--- src/design/cuckoo_bucket_table_unit_macros.svh ---
// ----------------------------------------------------------------------------
// cuckoo bucket table assertion macros
// shared property forms for the bucket table checks
// ----------------------------------------------------------------------------
`ifndef CUCKOO_BUCKET_TABLE_UNIT_MACROS_SVH
`define CUCKOO_BUCKET_TABLE_UNIT_MACROS_SVH

// same-cycle implication
`define CBT_ASSERT_IMPL(lbl, clk, rst_n, a, b) \
    lbl: assert property (@(posedge clk) disable iff (!(rst_n)) (a) |-> (b)) \
        else $error("bucket table check failed");

// next-cycle implication
`define CBT_ASSERT_NEXT(lbl, clk, rst_n, a, b) \
    lbl: assert property (@(posedge clk) disable iff (!(rst_n)) (a) |=> (b)) \
        else $error("bucket table check failed");

`endif

--- src/design/cbt_pkg.sv ---
// ----------------------------------------------------------------------------
// cbt_pkg
// types and constants of the cuckoo filter bucket table
// ----------------------------------------------------------------------------
package cbt_pkg;

    localparam int NUM_BUCKETS      = 1024;
    localparam int SLOTS_PER_BUCKET = 4;
    localparam int FP_WIDTH         = 16;

    localparam int IDX_W    = $clog2(NUM_BUCKETS);
    localparam int SLOT_W   = $clog2(SLOTS_PER_BUCKET);
    localparam int CNT_W    = $clog2(SLOTS_PER_BUCKET + 1);
    localparam int BUCKET_W = SLOTS_PER_BUCKET * FP_WIDTH;

    typedef enum logic [1:0] {
        FUNC_INSERT = 2'd0,
        FUNC_LOOKUP = 2'd1,
        FUNC_DELETE = 2'd2,
        FUNC_COUNT  = 2'd3
    } t_func;

    typedef enum logic [1:0] {
        ST_CLEAR,
        ST_IDLE,
        ST_EXEC,
        ST_ALT
    } t_state;

    typedef struct packed {
        t_func       func;
        logic [9:0]  bucket_index;
        logic [9:0]  alt_bucket_index;
        logic [15:0] fingerprint;
        logic        allow_evict;
        logic [1:0]  victim_slot;
    } t_in;

    typedef struct packed {
        logic        ok;
        logic        evicted_valid;
        logic [15:0] evicted_fp;
        logic [2:0]  occupied_count;
    } t_out;

    typedef struct packed {
        logic                en;
        logic                we;
        logic [IDX_W-1:0]    addr;
        logic [BUCKET_W-1:0] wdata;
    } t_ram_req;

    typedef struct packed {
        logic                write;
        logic [BUCKET_W-1:0] word;
        logic                hit;
        t_out                res;
    } t_eval;

endpackage

--- src/design/cbt_bucket_eval.sv ---
// ----------------------------------------------------------------------------
// cbt_bucket_eval
// slot search and update of one bucket word for insert, lookup, delete, count
// ----------------------------------------------------------------------------
module cbt_bucket_eval (
    input  logic [cbt_pkg::BUCKET_W-1:0] i_word,
    input  logic [cbt_pkg::FP_WIDTH-1:0] i_mask,
    input  cbt_pkg::t_in                 i_item,
    output cbt_pkg::t_eval               o_eval
);

    logic [cbt_pkg::FP_WIDTH-1:0] slot_val [cbt_pkg::SLOTS_PER_BUCKET];
    logic [cbt_pkg::FP_WIDTH-1:0] fp_masked;
    logic [cbt_pkg::SLOT_W-1:0]   victim;
    logic                         zero_found;
    logic                         match_found;
    logic [cbt_pkg::SLOT_W-1:0]   zero_idx;
    logic [cbt_pkg::SLOT_W-1:0]   match_idx;
    logic [cbt_pkg::CNT_W-1:0]    count;

    always_comb begin
        fp_masked   = i_item.fingerprint & i_mask;
        victim      = i_item.victim_slot;
        zero_found  = 1'b0;
        match_found = 1'b0;
        zero_idx    = '0;
        match_idx   = '0;
        count       = '0;
        for (int s = 0; s < cbt_pkg::SLOTS_PER_BUCKET; s++) begin
            slot_val[s] = i_word[s*cbt_pkg::FP_WIDTH +: cbt_pkg::FP_WIDTH] & i_mask;
            if (slot_val[s] == '0 && !zero_found) begin
                zero_found = 1'b1;
                zero_idx   = cbt_pkg::SLOT_W'(s);
            end
            // lookup and delete compare the unmasked fingerprint
            if (slot_val[s] == i_item.fingerprint && !match_found) begin
                match_found = 1'b1;
                match_idx   = cbt_pkg::SLOT_W'(s);
            end
            if (slot_val[s] != '0) begin
                count = count + cbt_pkg::CNT_W'(1);
            end
        end

        o_eval       = '0;
        o_eval.word  = i_word;
        o_eval.hit   = match_found;
        unique case (i_item.func)
            cbt_pkg::FUNC_INSERT: begin
                if (zero_found) begin
                    o_eval.write  = 1'b1;
                    o_eval.res.ok = 1'b1;
                    o_eval.word[zero_idx*cbt_pkg::FP_WIDTH +: cbt_pkg::FP_WIDTH] = fp_masked;
                end else if (i_item.allow_evict) begin
                    o_eval.write             = 1'b1;
                    o_eval.res.evicted_valid = 1'b1;
                    o_eval.res.evicted_fp    = slot_val[victim];
                    o_eval.word[victim*cbt_pkg::FP_WIDTH +: cbt_pkg::FP_WIDTH] = fp_masked;
                end
            end
            cbt_pkg::FUNC_LOOKUP: begin
                o_eval.res.ok = match_found;
            end
            cbt_pkg::FUNC_DELETE: begin
                if (match_found) begin
                    o_eval.write  = 1'b1;
                    o_eval.res.ok = 1'b1;
                    o_eval.word[match_idx*cbt_pkg::FP_WIDTH +: cbt_pkg::FP_WIDTH] = '0;
                end
            end
            cbt_pkg::FUNC_COUNT: begin
                o_eval.res.occupied_count = count;
            end
            default: begin
                o_eval = '0;
            end
        endcase
    end

endmodule

--- config.mk ---
export PLATFORM = sky130hd
export DESIGN_NAME = cbt_bucket_eval
export DESIGN_NICKNAME = d
export VERILOG_FILES = /design/src/design/cuckoo_bucket_table_unit_macros.svh /design/src/design/cbt_pkg.sv /design/src/design/cbt_bucket_eval.sv
export SDC_FILE = /design/constraint.sdc
export NUM_CORES = 1
export LEC_CHECK = 0
export BUFFER_PORTS_ARGS = -buffer_cell sky130_fd_sc_hd__buf_2
export CELL_PAD_IN_SITES_DETAIL_PLACEMENT = 0
export CELL_PAD_IN_SITES_GLOBAL_PLACEMENT = 1
export CORE_ASPECT_RATIO = 1.1
export CORE_MARGIN = 5
export CORE_UTILIZATION = 34
export DETAILED_ROUTE_END_ITERATION = 10
export PLACE_DENSITY = 0.82
export SETUP_SLACK_MARGIN = 0.02
export SYNTH_ARGS = -nofsm -noshare
export SYNTH_HDL_FRONTEND = slang
export SYNTH_SLANG_ARGS = --single-unit
--- constraint.sdc ---
create_clock -name vclk -period 4.09
set_input_delay 0.2045 -clock vclk [all_inputs]
set_output_delay 0.2045 -clock vclk [all_outputs]
set_load 0.005 [all_outputs]
==> results of run 1 <==
==> power groups by stage <==
stage	sequential (mW)	combinational, mW	clock (mW)
after detailed placement	0	0.633	0
after global routing	0	0.697	0.0000000654
final	0	0.648	0.0000000654
after floorplan	0	0.357	0
after global placement	0	0.632	0
after CTS	0	0.636	0
==> area by class of cell <==
| type | count | area [um^2] | share of cell area |
|---|---|---|---|
| Multi-Input combinational cell | 598 | 4290 | 0.691 |
| Timing Repair Buffer | 247 | 1410 | 0.227 |
| Inverter | 70 | 263 | 0.0423 |
| Tap cell | 192 | 240 | 0.0387 |
| Antenna cell | 2 | 5.00 | 0.000807 |
==> what timing repair did <==
item | in CTS | in global routing
hold buffers | 0 | 0
setup endpoints to repair | 1 | 16
buffers inserted | 0 | 2
gates resized for setup | 1 | 5
==> per-layer routing <==
layer  wire [um]  vias to the layer above  GRT usage
met5           0                        -          0
met4         527                        0     0.0499
met3        2710                       42     0.0522
met2       11400                      396      0.454
met1       10300                     3156      0.404
li1            -                     3094          -
==> synthesized netlist by cell type (all sizes together) (5+ instances only) <==
cell and instances:
and2 21, inv 70, a21oi 23, ha 18
xor2 48, xnor2 19, o221ai 16, o32ai 16
a211oi 12, buf 34, nand4 20, a22oi 20
a32o 16, o22ai 12, and3 19, and4 8
a21o 5, o211ai 12, a221o 16, nand2 142
nor2 6, a221oi 16, o21ai 81, nor4 11
mux4 16, clkbuf 35
==> kinds of logic after synthesis <==
family / after synthesis
AO/OA/AOI/OAI: 254
AND/OR/NAND/NOR: 241
buffers and inverters: 139
XOR/XNOR: 67
multiplexers: 18
adder cells (fa/ha/maj): 18
==> final timing paths <==
kind | endpoint | depth (start not counted)
worst max-delay path | o_eval[38] | 19
worst min-delay path | o_eval[39] | 3
==> critical path: cells and delay by family <==
kind	cells	cell delay [ps]
AOI/OAI and AO/OA	4	730
adders and majority gates	2	530
buffers and inverters	6	800
and+or+nand+nor	7	1370
==> results by group, run 1 <==
Placed design
  – Post-place instance area: 0.00615 mm^2
  – Setup Slack @ Placement: 23.5 ps
  – Number of placed instances with taps included: 1105
  – Post-DP HPWL: 20500 um
  – IO Port Bufs: 188
  – Gp weighted congestion: 0.978

Die
  – Core Footprint: 0.0143 mm^2
  – Floorplan die height: 136 um
  – Number of ports placed on the die boundary: 208
  – Effective utilization at floorplan: 0.342
  – Die area: 0.0168 mm^2
  – Die width: 124 um
  – Number of cell rows: 46

Worst setup path
  – Critical Path, Cell by Cell: buf_2, nand2_1, nand4_1, or2_2, nor4_2, buf_4, inv_1, buf_4, ha_1, a21oi_4, ha_1, nor2_2, and3_4, and2_1, a21bo_2, o211a_1, buf_4, o22ai_1, buf_2
  – Delay contributed by the slowest stage of the critical path: 320 ps
  – Cell at the slowest stage of the critical path: or2_2
  – Critical path origin: i_word[14]
  – Nature of the critical path endpoint: output port
  – Maximum fanout along the worst path: 11
  – Req. time, crit path: 3890 ps
  – Worst endpoint data arrival time: 3620 ps
  – Crit Path Category: in -> out
  – Most frequent cell on the critical path: buf_4
  – Type of element launching the critical path: primary input

Logic synthesis
  – Fraction of synthesized area in multiplexers: 0.0780
  – Warnings from Yosys: 0
  – Post-synthesis share of cell area spent on and, or, nand and nor gates: 0.257
  – Yosys top cell area share: 0.109
  – Synth area leaders: nand2_1 11%, xor2_1 8.6%, mux4_2 7.4%
  – Total standard cell area after synthesis: 0.00488 mm^2
  – Distinct cells, synth: 55
  – Xor and xnor fraction of the mapped netlist area: 0.120
  – Number of cells produced by synthesis: 737
  – Post-Synthesis Mean Instance Area: 6.62 um^2
  – Share of the yosys chip area belonging to registers: 0
  – Library cell with the largest summed area after synthesis: nand2_1
  – Post-synthesis share of cell area spent on full adders, half adders and majority gates: 0.0462
  – Dominant combinational cell family by area after synthesis: compound AO/OA/AOI/OAI gates
  – Compound-gate portion of the synthesized area: 0.371
  – Net count after synthesis: 876

Timing
  – Final setup violation count: 0
  – Transition time at the pin with the least slew margin: 918 ps
  – Highest achievable clock rate: 0.261 GHz
  – Worst hold slack: 735 ps
  – Hold Fails Final Rpt: 0
  – Max-slew violation total from the final report: 0
  – Post-route minimum period: 3830 ps
  – Final cycle utilization of the critical path: 0.936
  – Unrepaired setup endpoints after global routing: no
  – Min setup slack post-route: 264 ps
  – Setup_tns: 0 ps
  – Max-slew headroom at the worst pin: 0.386

Status
  – Outcome: finished, final reports clean

Layout
  – Fill cell count: 1600
  – Number of clock buffer instances in the layout: 0
  – Reg area: 0 um^2
  – Non-filler instance count after layout: 1109
  – Top library cells by usage in the layout, fill and taps aside: 188 x buf_2, 142 x nand2_1, 70 x inv_1, 65 x o21ai_0, 57 x buf_4
  – Total number of nets in the final design: 1056
  – Proportion of layout cells with a drive suffix above 1: 0.313
  – Core occupancy in the finished layout: 0.435
  – Post-route cell area: 0.00620 mm^2
  – Synth-to-layout area growth: 27.3%
  – Most common library cell in the layout ignoring fill and taps: buf_2
  – Final sequential cell count: 0

Global route
  – First-pass GRT wire length: 37100 um
  – Overall routing resource usage: 0.285
  – Overflow left after global routing: 0
  – Number of global-route vias before repair: 6270
  – Largest net degree at the start of global routing: 51
  – Number of antenna violations at the first check in global routing: 2

Power and ir drop
  – Internal cell power: 266 uW
  – Clock group share of total power: 0
  – Total power density per cell area: 105 mW/mm^2
  – Reported net switching power: 383 uW
  – Sw frac: 0.590
  – Seq pwr share: 0
  – Overall Power: 648 uW
  – Combinational group share of total power: 1.000
  – Peak ir drop on the vdd network: 0.0386 mV
  – Leakage power figure: 2.94 nW

Routing
  – Count of antenna-violating nets left after detailed routing: 0
  – Post-Route WL: 25000 um
  – Number of design-rule violations left by the first detailed-router iteration: 839
  – First-pass detailed-route iteration total: 6
  – Post-route DRC: 0
  – Vias per inst: 6.03
  – Wire length per cell after detailed routing: 22.6 um
  – Number of vias after detailed routing: 6688

Run
  – Number of maximum-capacitance violations: 0

Hold path
  – Beginning of the worst hold path: i_word[17]
  – Path type of the worst min-delay path: in -> out
Note: power is estimated with default switching activity, not from simulation.
==> run 2, diff against run 1 <==
ABC_AREA = 1   (was unset)
PLACE_DENSITY = 0.83   (was 0.82)
==> run 2 against run 1 <==
  * Total power is 23% higher
  * Non-clock buffer count is 32 lower
  * Routed wire length is 35% higher
  * Area after synthesis is 40% higher
  * First-iteration DRC count is 54% higher
  * Via count is 53% higher
  * Highest routed layer unchanged
==> results by group, run 2 <==
Status
  – Outcome: finished, final reports clean

Layout
  – Final sequential cell count: 0 (unchanged)
  – Ant. Diodes: 0 (-2)
  – Number of clock buffer instances in the layout: 0 (unchanged)
  – Non-filler instance count after layout: 1837 (+66%)
  – Post-route cell area: 0.00772 mm^2 (+25%)
  – Core occupancy in the finished layout: 0.390 (-0.0445)
  – Total number of nets in the final design: 1726 (+63%)
  – Reg area: 0 um^2 (unchanged)
  – Top library cells by usage in the layout, fill and taps aside: 618 x nand2_1, 217 x nand3_1, 188 x buf_2, 150 x nor2_1, 126 x inv_1
  – Synth-to-layout area growth: 13.5%
  – Most common library cell in the layout ignoring fill and taps: nand2_1
  – Proportion of layout cells with a drive suffix above 1: 0.151 (-0.161)
  – Fill cell count: 2324 (+45%)

Routing
  – First-pass detailed-route iteration total: 6 (unchanged)
  – Wire length per cell after detailed routing: 18.4 um (-18%)
  – Post-route DRC: 0 (unchanged)
  – Vias per inst: 5.57 (-7.7%)
  – Post-Route WL: 33900 um (+35%)
  – Count of antenna-violating nets left after detailed routing: 0 (unchanged)
  – Number of design-rule violations left by the first detailed-router iteration: 1296 (+54%)
  – Number of vias after detailed routing: 10200 (+53%)

Run
  – Number of maximum-capacitance violations: 0 (unchanged)

Placed design
  – Gp weighted congestion: 1.01 (+3.0%)
  – Number of placed instances with taps included: 1837 (+66%)
  – IO Port Bufs: 188 (unchanged)
  – Setup Slack @ Placement: 342 ps (+318 ps)
  – Post-place instance area: 0.00772 mm^2 (+26%)
  – Post-DP HPWL: 26200 um (+28%)

Die
  – Number of ports placed on the die boundary: 208 (unchanged)
  – Core Footprint: 0.0198 mm^2 (+39%)
  – Die area: 0.0230 mm^2 (+36%)
  – Floorplan die height: 158 um (+17%)
  – Number of cell rows: 54 (+17%)
  – Effective utilization at floorplan: 0.344 (+0.00229)
  – Die width: 145 um (+17%)

Global route
  – Number of global-route vias before repair: 9090 (+45%)
  – Overflow left after global routing: 0 (unchanged)
  – Largest net degree at the start of global routing: 53 (+3.9%)
  – First-pass GRT wire length: 51400 um (+38%)
  – Number of antenna violations at the first check in global routing: 0 (-2)
  – Overall routing resource usage: 0.273 (-0.0117)

Hold path
  – Path type of the worst min-delay path: in -> out
  – Hold EP: o_eval[28]
  – Worst hold path stage count: 4 (+1)
  – Beginning of the worst hold path: i_word[6]

Worst setup path
  – Nature of the critical path endpoint: output port
  – Req. time, crit path: 3890 ps (about the same)
  – Type of element launching the critical path: primary input
  – Maximum fanout along the worst path: 34 (+23)
  – Crit Path Category: in -> out
  – Worst endpoint data arrival time: 3660 ps (+40 ps)

Clocking
  – Post-CTS repair timing setup buffer count: 0 (unchanged)
  – Number of buffers inserted for hold repair after clock tree synthesis: 0 (unchanged)
  – Cells resized by post-CTS repair: 0 (-1)

Power and ir drop
  – Peak ir drop on the vdd network: 0.0468 mV (+21%)
  – Overall Power: 795 uW (+23%)
  – Leakage power figure: 4.42 nW (+50%)
  – Total power density per cell area: 103 mW/mm^2 (-1.5%)

Logic synthesis
  – Warnings from Yosys: 0 (unchanged)
  – Most frequently used cell type in the post-synthesis netlist: nand2_1
  – Net count after synthesis: 1607 (+83%)
  – Library cell with the largest summed area after synthesis: nand2_1
  – Number of cells produced by synthesis: 1468 (+99%)
  – Synth area leaders: nand2_1 34%, nand3_1 16%, nor2_1 8.3%
  – Total standard cell area after synthesis: 0.00681 mm^2 (+40%)
  – Yosys top cell area share: 0.341 (+0.231)
  – Commonest cells in the netlist: 618 x nand2_1, 217 x nand3_1, 151 x nor2_1
  – Post-Synthesis Mean Instance Area: 4.64 um^2 (-30%)
  – Share of the yosys chip area belonging to registers: 0 (unchanged)
  – Distinct cells, synth: 34 (-38%)

Timing
  – Unrepaired setup endpoints after global routing: no
  – Hold Fails Final Rpt: 0 (unchanged)
  – Transition time at the pin with the least slew margin: 1200 ps (+287 ps)
  – Worst hold slack: 738 ps (+2.90 ps)
  – Post-route minimum period: 3860 ps (+37.6 ps)
  – Final cycle utilization of the critical path: 0.945 (+0.00919)
  – Max-slew violation total from the final report: 0 (unchanged)
  – Setup_tns: 0 ps (unchanged)
  – Highest achievable clock rate: 0.259 GHz (-0.97%)
  – Min setup slack post-route: 226 ps (-37.6 ps)
  – Final setup violation count: 0 (unchanged)
  – Max-slew headroom at the worst pin: 0.194 (-0.192)
[run 2: critical path, cell delays in order]
cell,delay (ps)
buf_2,150
nand2_1,170
nand4_1,150
nor4_1,830
ha_1,290
clkinv_1,110
nand2_4,90
buf_4,380
ha_1,250
nand2_1,50
inv_1,440
nand3_1,140
nand2_1,90
nand2_1,80
nand3_1,100
buf_2,120
[run 2: cells by family after synthesis]
group | after synthesis | share of synthesized area
and+or+nand+nor | 1036 | 0.639
buffers and inverters | 233 | 0.160
AOI/OAI and AO/OA | 180 | 0.167
adders and majority gates | 18 | 0.0331
xor gates and xnor gates | 1 | 0.00129
[run 2: layer usage]
| metal | GRT usage | vias up | wire length, um |
|---|---|---|---|
| li1 | - | 5004 | - |
| met3 | 0.0262 | 60 | 3390 |
| met2 | 0.466 | 569 | 15500 |
| met1 | 0.375 | 4590 | 14200 |
| met5 | 0 | - | 0 |
| met4 | 0.0601 | 0 | 828 |
[run 2: where the power goes]
part	total (mW)	internal, mW	switching, mW
clock network	0	0	0
registers	0	0	0
logic	0.795	0.273	0.523
[run 2: cell type report]
| class | count | area (um^2) | share of cell area |
|---|---|---|---|
| multi-input cells | 1235 | 5730 | 0.742 |
| repair buffers | 215 | 1170 | 0.151 |
| inverters | 135 | 509 | 0.0659 |
| well taps | 252 | 315 | 0.0408 |
[run 2: how the worst max path moves through the flow]
stage,from,endpoint,slack (ps),cells after the start
2_1_floorplan,i_mask[6],o_eval[54],770,19
3_3_place_gp,i_mask[13],o_eval[84],360,16
3_5_place_dp,i_word[20],o_eval[84],340,16
4_1_cts,i_word[20],o_eval[84],340,16
5_1_grt,i_mask[14],o_eval[72],60,16
6_report,i_word[20],o_eval[70],230,16
==> run 3, diff against run 2 <==
BUFFER_PORTS_ARGS = unset   (was -buffer_cell sky130_fd_sc_hd__buf_2)
CORE_UTILIZATION = 43   (was 34)
DONT_BUFFER_PORTS = 1   (was unset)
PLACE_DENSITY = 0.84   (was 0.83)
==> run 3 against run 2 <==
  * Final cell count decreased by 14%
  * Largest power group unchanged
  * Via count decreased by 6.1%
  * Die area shrank 20%
  * Total power down 28%
  * Cell area down 14%
  * Critical path type unchanged
==> results by group, run 3 (synthesized netlist as in run 2, its figures left out) <==
Status
  – Outcome: finished, final reports clean

Layout
  – Final sequential cell count: 0 (unchanged)
  – Fill cell count: 1887 (-19%)
  – Ant. Diodes: 0 (unchanged)
  – Total number of nets in the final design: 1526 (-12%)
  – Most common library cell in the layout ignoring fill and taps: nand2_1
  – Synth-to-layout area growth: -2.76%
  – Reg area: 0 um^2 (unchanged)
  – Number of clock buffer instances in the layout: 0 (unchanged)
  – Top library cells by usage in the layout, fill and taps aside: 618 x nand2_1, 217 x nand3_1, 150 x nor2_1, 126 x inv_1, 53 x a21oi_1
  – Post-route cell area: 0.00662 mm^2 (-14%)
  – Non-filler instance count after layout: 1585 (-14%)
  – Proportion of layout cells with a drive suffix above 1: 0.0296 (-0.122)

Power and ir drop
  – Internal cell power: 185 uW (-32%)
  – Total power density per cell area: 86.7 mW/mm^2 (-16%)
  – Seq pwr share: 0 (unchanged)
  – Peak ir drop on the vdd network: 0.0328 mV (-30%)
  – Clock group share of total power: 0 (unchanged)
  – Leakage power figure: 3.58 nW (-19%)
  – Sw frac: 0.677 (+0.0205)
  – Combinational group share of total power: 1.000 (about the same)
  – Reported net switching power: 389 uW (-26%)

Global route
  – Number of antenna violations at the first check in global routing: 1 (+1)
  – Overflow left after global routing: 0 (unchanged)
  – Largest net degree at the start of global routing: 55 (+3.8%)
  – First-pass GRT wire length: 48200 um (-6.2%)
  – Number of global-route vias before repair: 8353 (-8.1%)
  – Overall routing resource usage: 0.329 (+0.0555)

Placed design
  – IO Port Bufs: 0 (-100%)
  – Setup Slack @ Placement: 534 ps (+192 ps)
  – Gp weighted congestion: 0.982 (-2.5%)
  – Number of placed instances with taps included: 1585 (-14%)
  – Post-DP HPWL: 24500 um (-6.5%)
  – Post-place instance area: 0.00662 mm^2 (-14%)

Worst setup path
  – Worst endpoint data arrival time: 3420 ps (-240 ps)
  – Crit Path Category: in -> out
  – Cell at the slowest stage of the critical path: clkinv_1
  – Type of element launching the critical path: primary input
  – Critical Path, Cell by Cell: nand2_1, nand4_1, nor4_1, buf_4, ha_1, clkinv_1, nand2_4, buf_4, ha_1, nand2_1, inv_1, nand3_1, nand2_1, nand2_1, nand3_1
  – Req. time, crit path: 3890 ps (about the same)
  – Most frequent cell on the critical path: nand2_1
  – Maximum fanout along the worst path: 34 (unchanged)
  – Delay contributed by the slowest stage of the critical path: 480 ps (-350 ps)
  – Nature of the critical path endpoint: output port

Run
  – Number of maximum-capacitance violations: 0 (unchanged)

Routing
  – Post-route DRC: 0 (unchanged)
  – First-pass detailed-route iteration total: 6 (unchanged)
  – Number of vias after detailed routing: 9604 (-6.1%)
  – Vias per inst: 6.06 (+8.9%)
  – Post-Route WL: 32000 um (-5.5%)
  – Wire length per cell after detailed routing: 20.2 um (+9.6%)
  – Number of design-rule violations left by the first detailed-router iteration: 1296 (unchanged)
  – Count of antenna-violating nets left after detailed routing: 0 (unchanged)

Die
  – Floorplan die height: 142 um (-10%)
  – Effective utilization at floorplan: 0.436 (+0.0921)
  – Number of ports placed on the die boundary: 208 (unchanged)
  – Die width: 130 um (-10%)
  – Number of cell rows: 48 (-11%)
  – Die area: 0.0185 mm^2 (-20%)
  – Core Footprint: 0.0156 mm^2 (-21%)

Timing
  – Max-slew headroom at the worst pin: 0.206 (+0.0124)
  – Hold Fails Final Rpt: 0 (unchanged)
  – Highest achievable clock rate: 0.276 GHz (+6.5%)
  – Setup_tns: 0 ps (unchanged)
  – Worst hold slack: 513 ps (-225 ps)
  – Transition time at the pin with the least slew margin: 1190 ps (-18.5 ps)
  – Final setup violation count: 0 (unchanged)
  – Unrepaired setup endpoints after global routing: no
  – Final cycle utilization of the critical path: 0.887 (-0.0574)
  – Post-route minimum period: 3630 ps (-235 ps)
  – Min setup slack post-route: 461 ps (+235 ps)
  – Max-slew violation total from the final report: 0 (unchanged)

Clocking
  – Number of buffers inserted for hold repair after clock tree synthesis: 0 (unchanged)
  – Cells resized by post-CTS repair: 0 (unchanged)
  – Post-CTS repair timing setup buffer count: 0 (unchanged)

Hold path
  – Path type of the worst min-delay path: in -> out
[run 3: metal layers]
metal | wire length, um | part of all wire | vias to the layer above | track usage
met3 | 3780 | 0.12 | 97 | 0.0601
met2 | 14100 | 0.44 | 582 | 0.523
met1 | 12600 | 0.39 | 4319 | 0.444
li1 | - | - | 4604 | -
met5 | 13 | 0.00041 | - | 0
met4 | 1570 | 0.049 | 2 | 0.117
[run 3: path summary, 6_finish.rpt]
check | startpoint | end | slack, ps | cells past startpoint
worst max-delay path | i_word[30] | o_eval[74] | 460 | 15
worst min-delay path | i_word[12] | o_eval[34] | 510 | 2
[run 3: worst max-delay path, delay by kind of cell]
family	cells	cell delay (ps)
buffers and inverters	4	1510
AND/OR/NAND/NOR	9	1320
adder cells (fa/ha/maj)	2	390
[run 3: layout make-up]
type,instances,area (um^2),area share
timing repair buffer,15,125,0.0189
inverter,135,509,0.0769
tap,200,250,0.0378
multi-input combinational,1235,5740,0.866
[run 3: power groups by stage]
stage          combinational [mW]  sequential (mW)  clock (mW)
2_1_floorplan               0.468                0           0
6_report                    0.574                0           0
3_3_place_gp                0.561                0           0
3_5_place_dp                0.566                0           0
5_1_grt                     0.641                0           0
4_1_cts                     0.568                0           0
[run 3: through the flow]
| stage | total power, mW | utilization |
|---|---|---|
| 2_1_floorplan | 0.468 | - |
| 3_3_place_gp | 0.561 | 0.424 |
| 3_5_place_dp | 0.566 | 0.424 |
| 4_1_cts | 0.568 | 0.424 |
| 5_1_grt | 0.641 | 0.424 |
| 6_report | 0.574 | 0.424 |
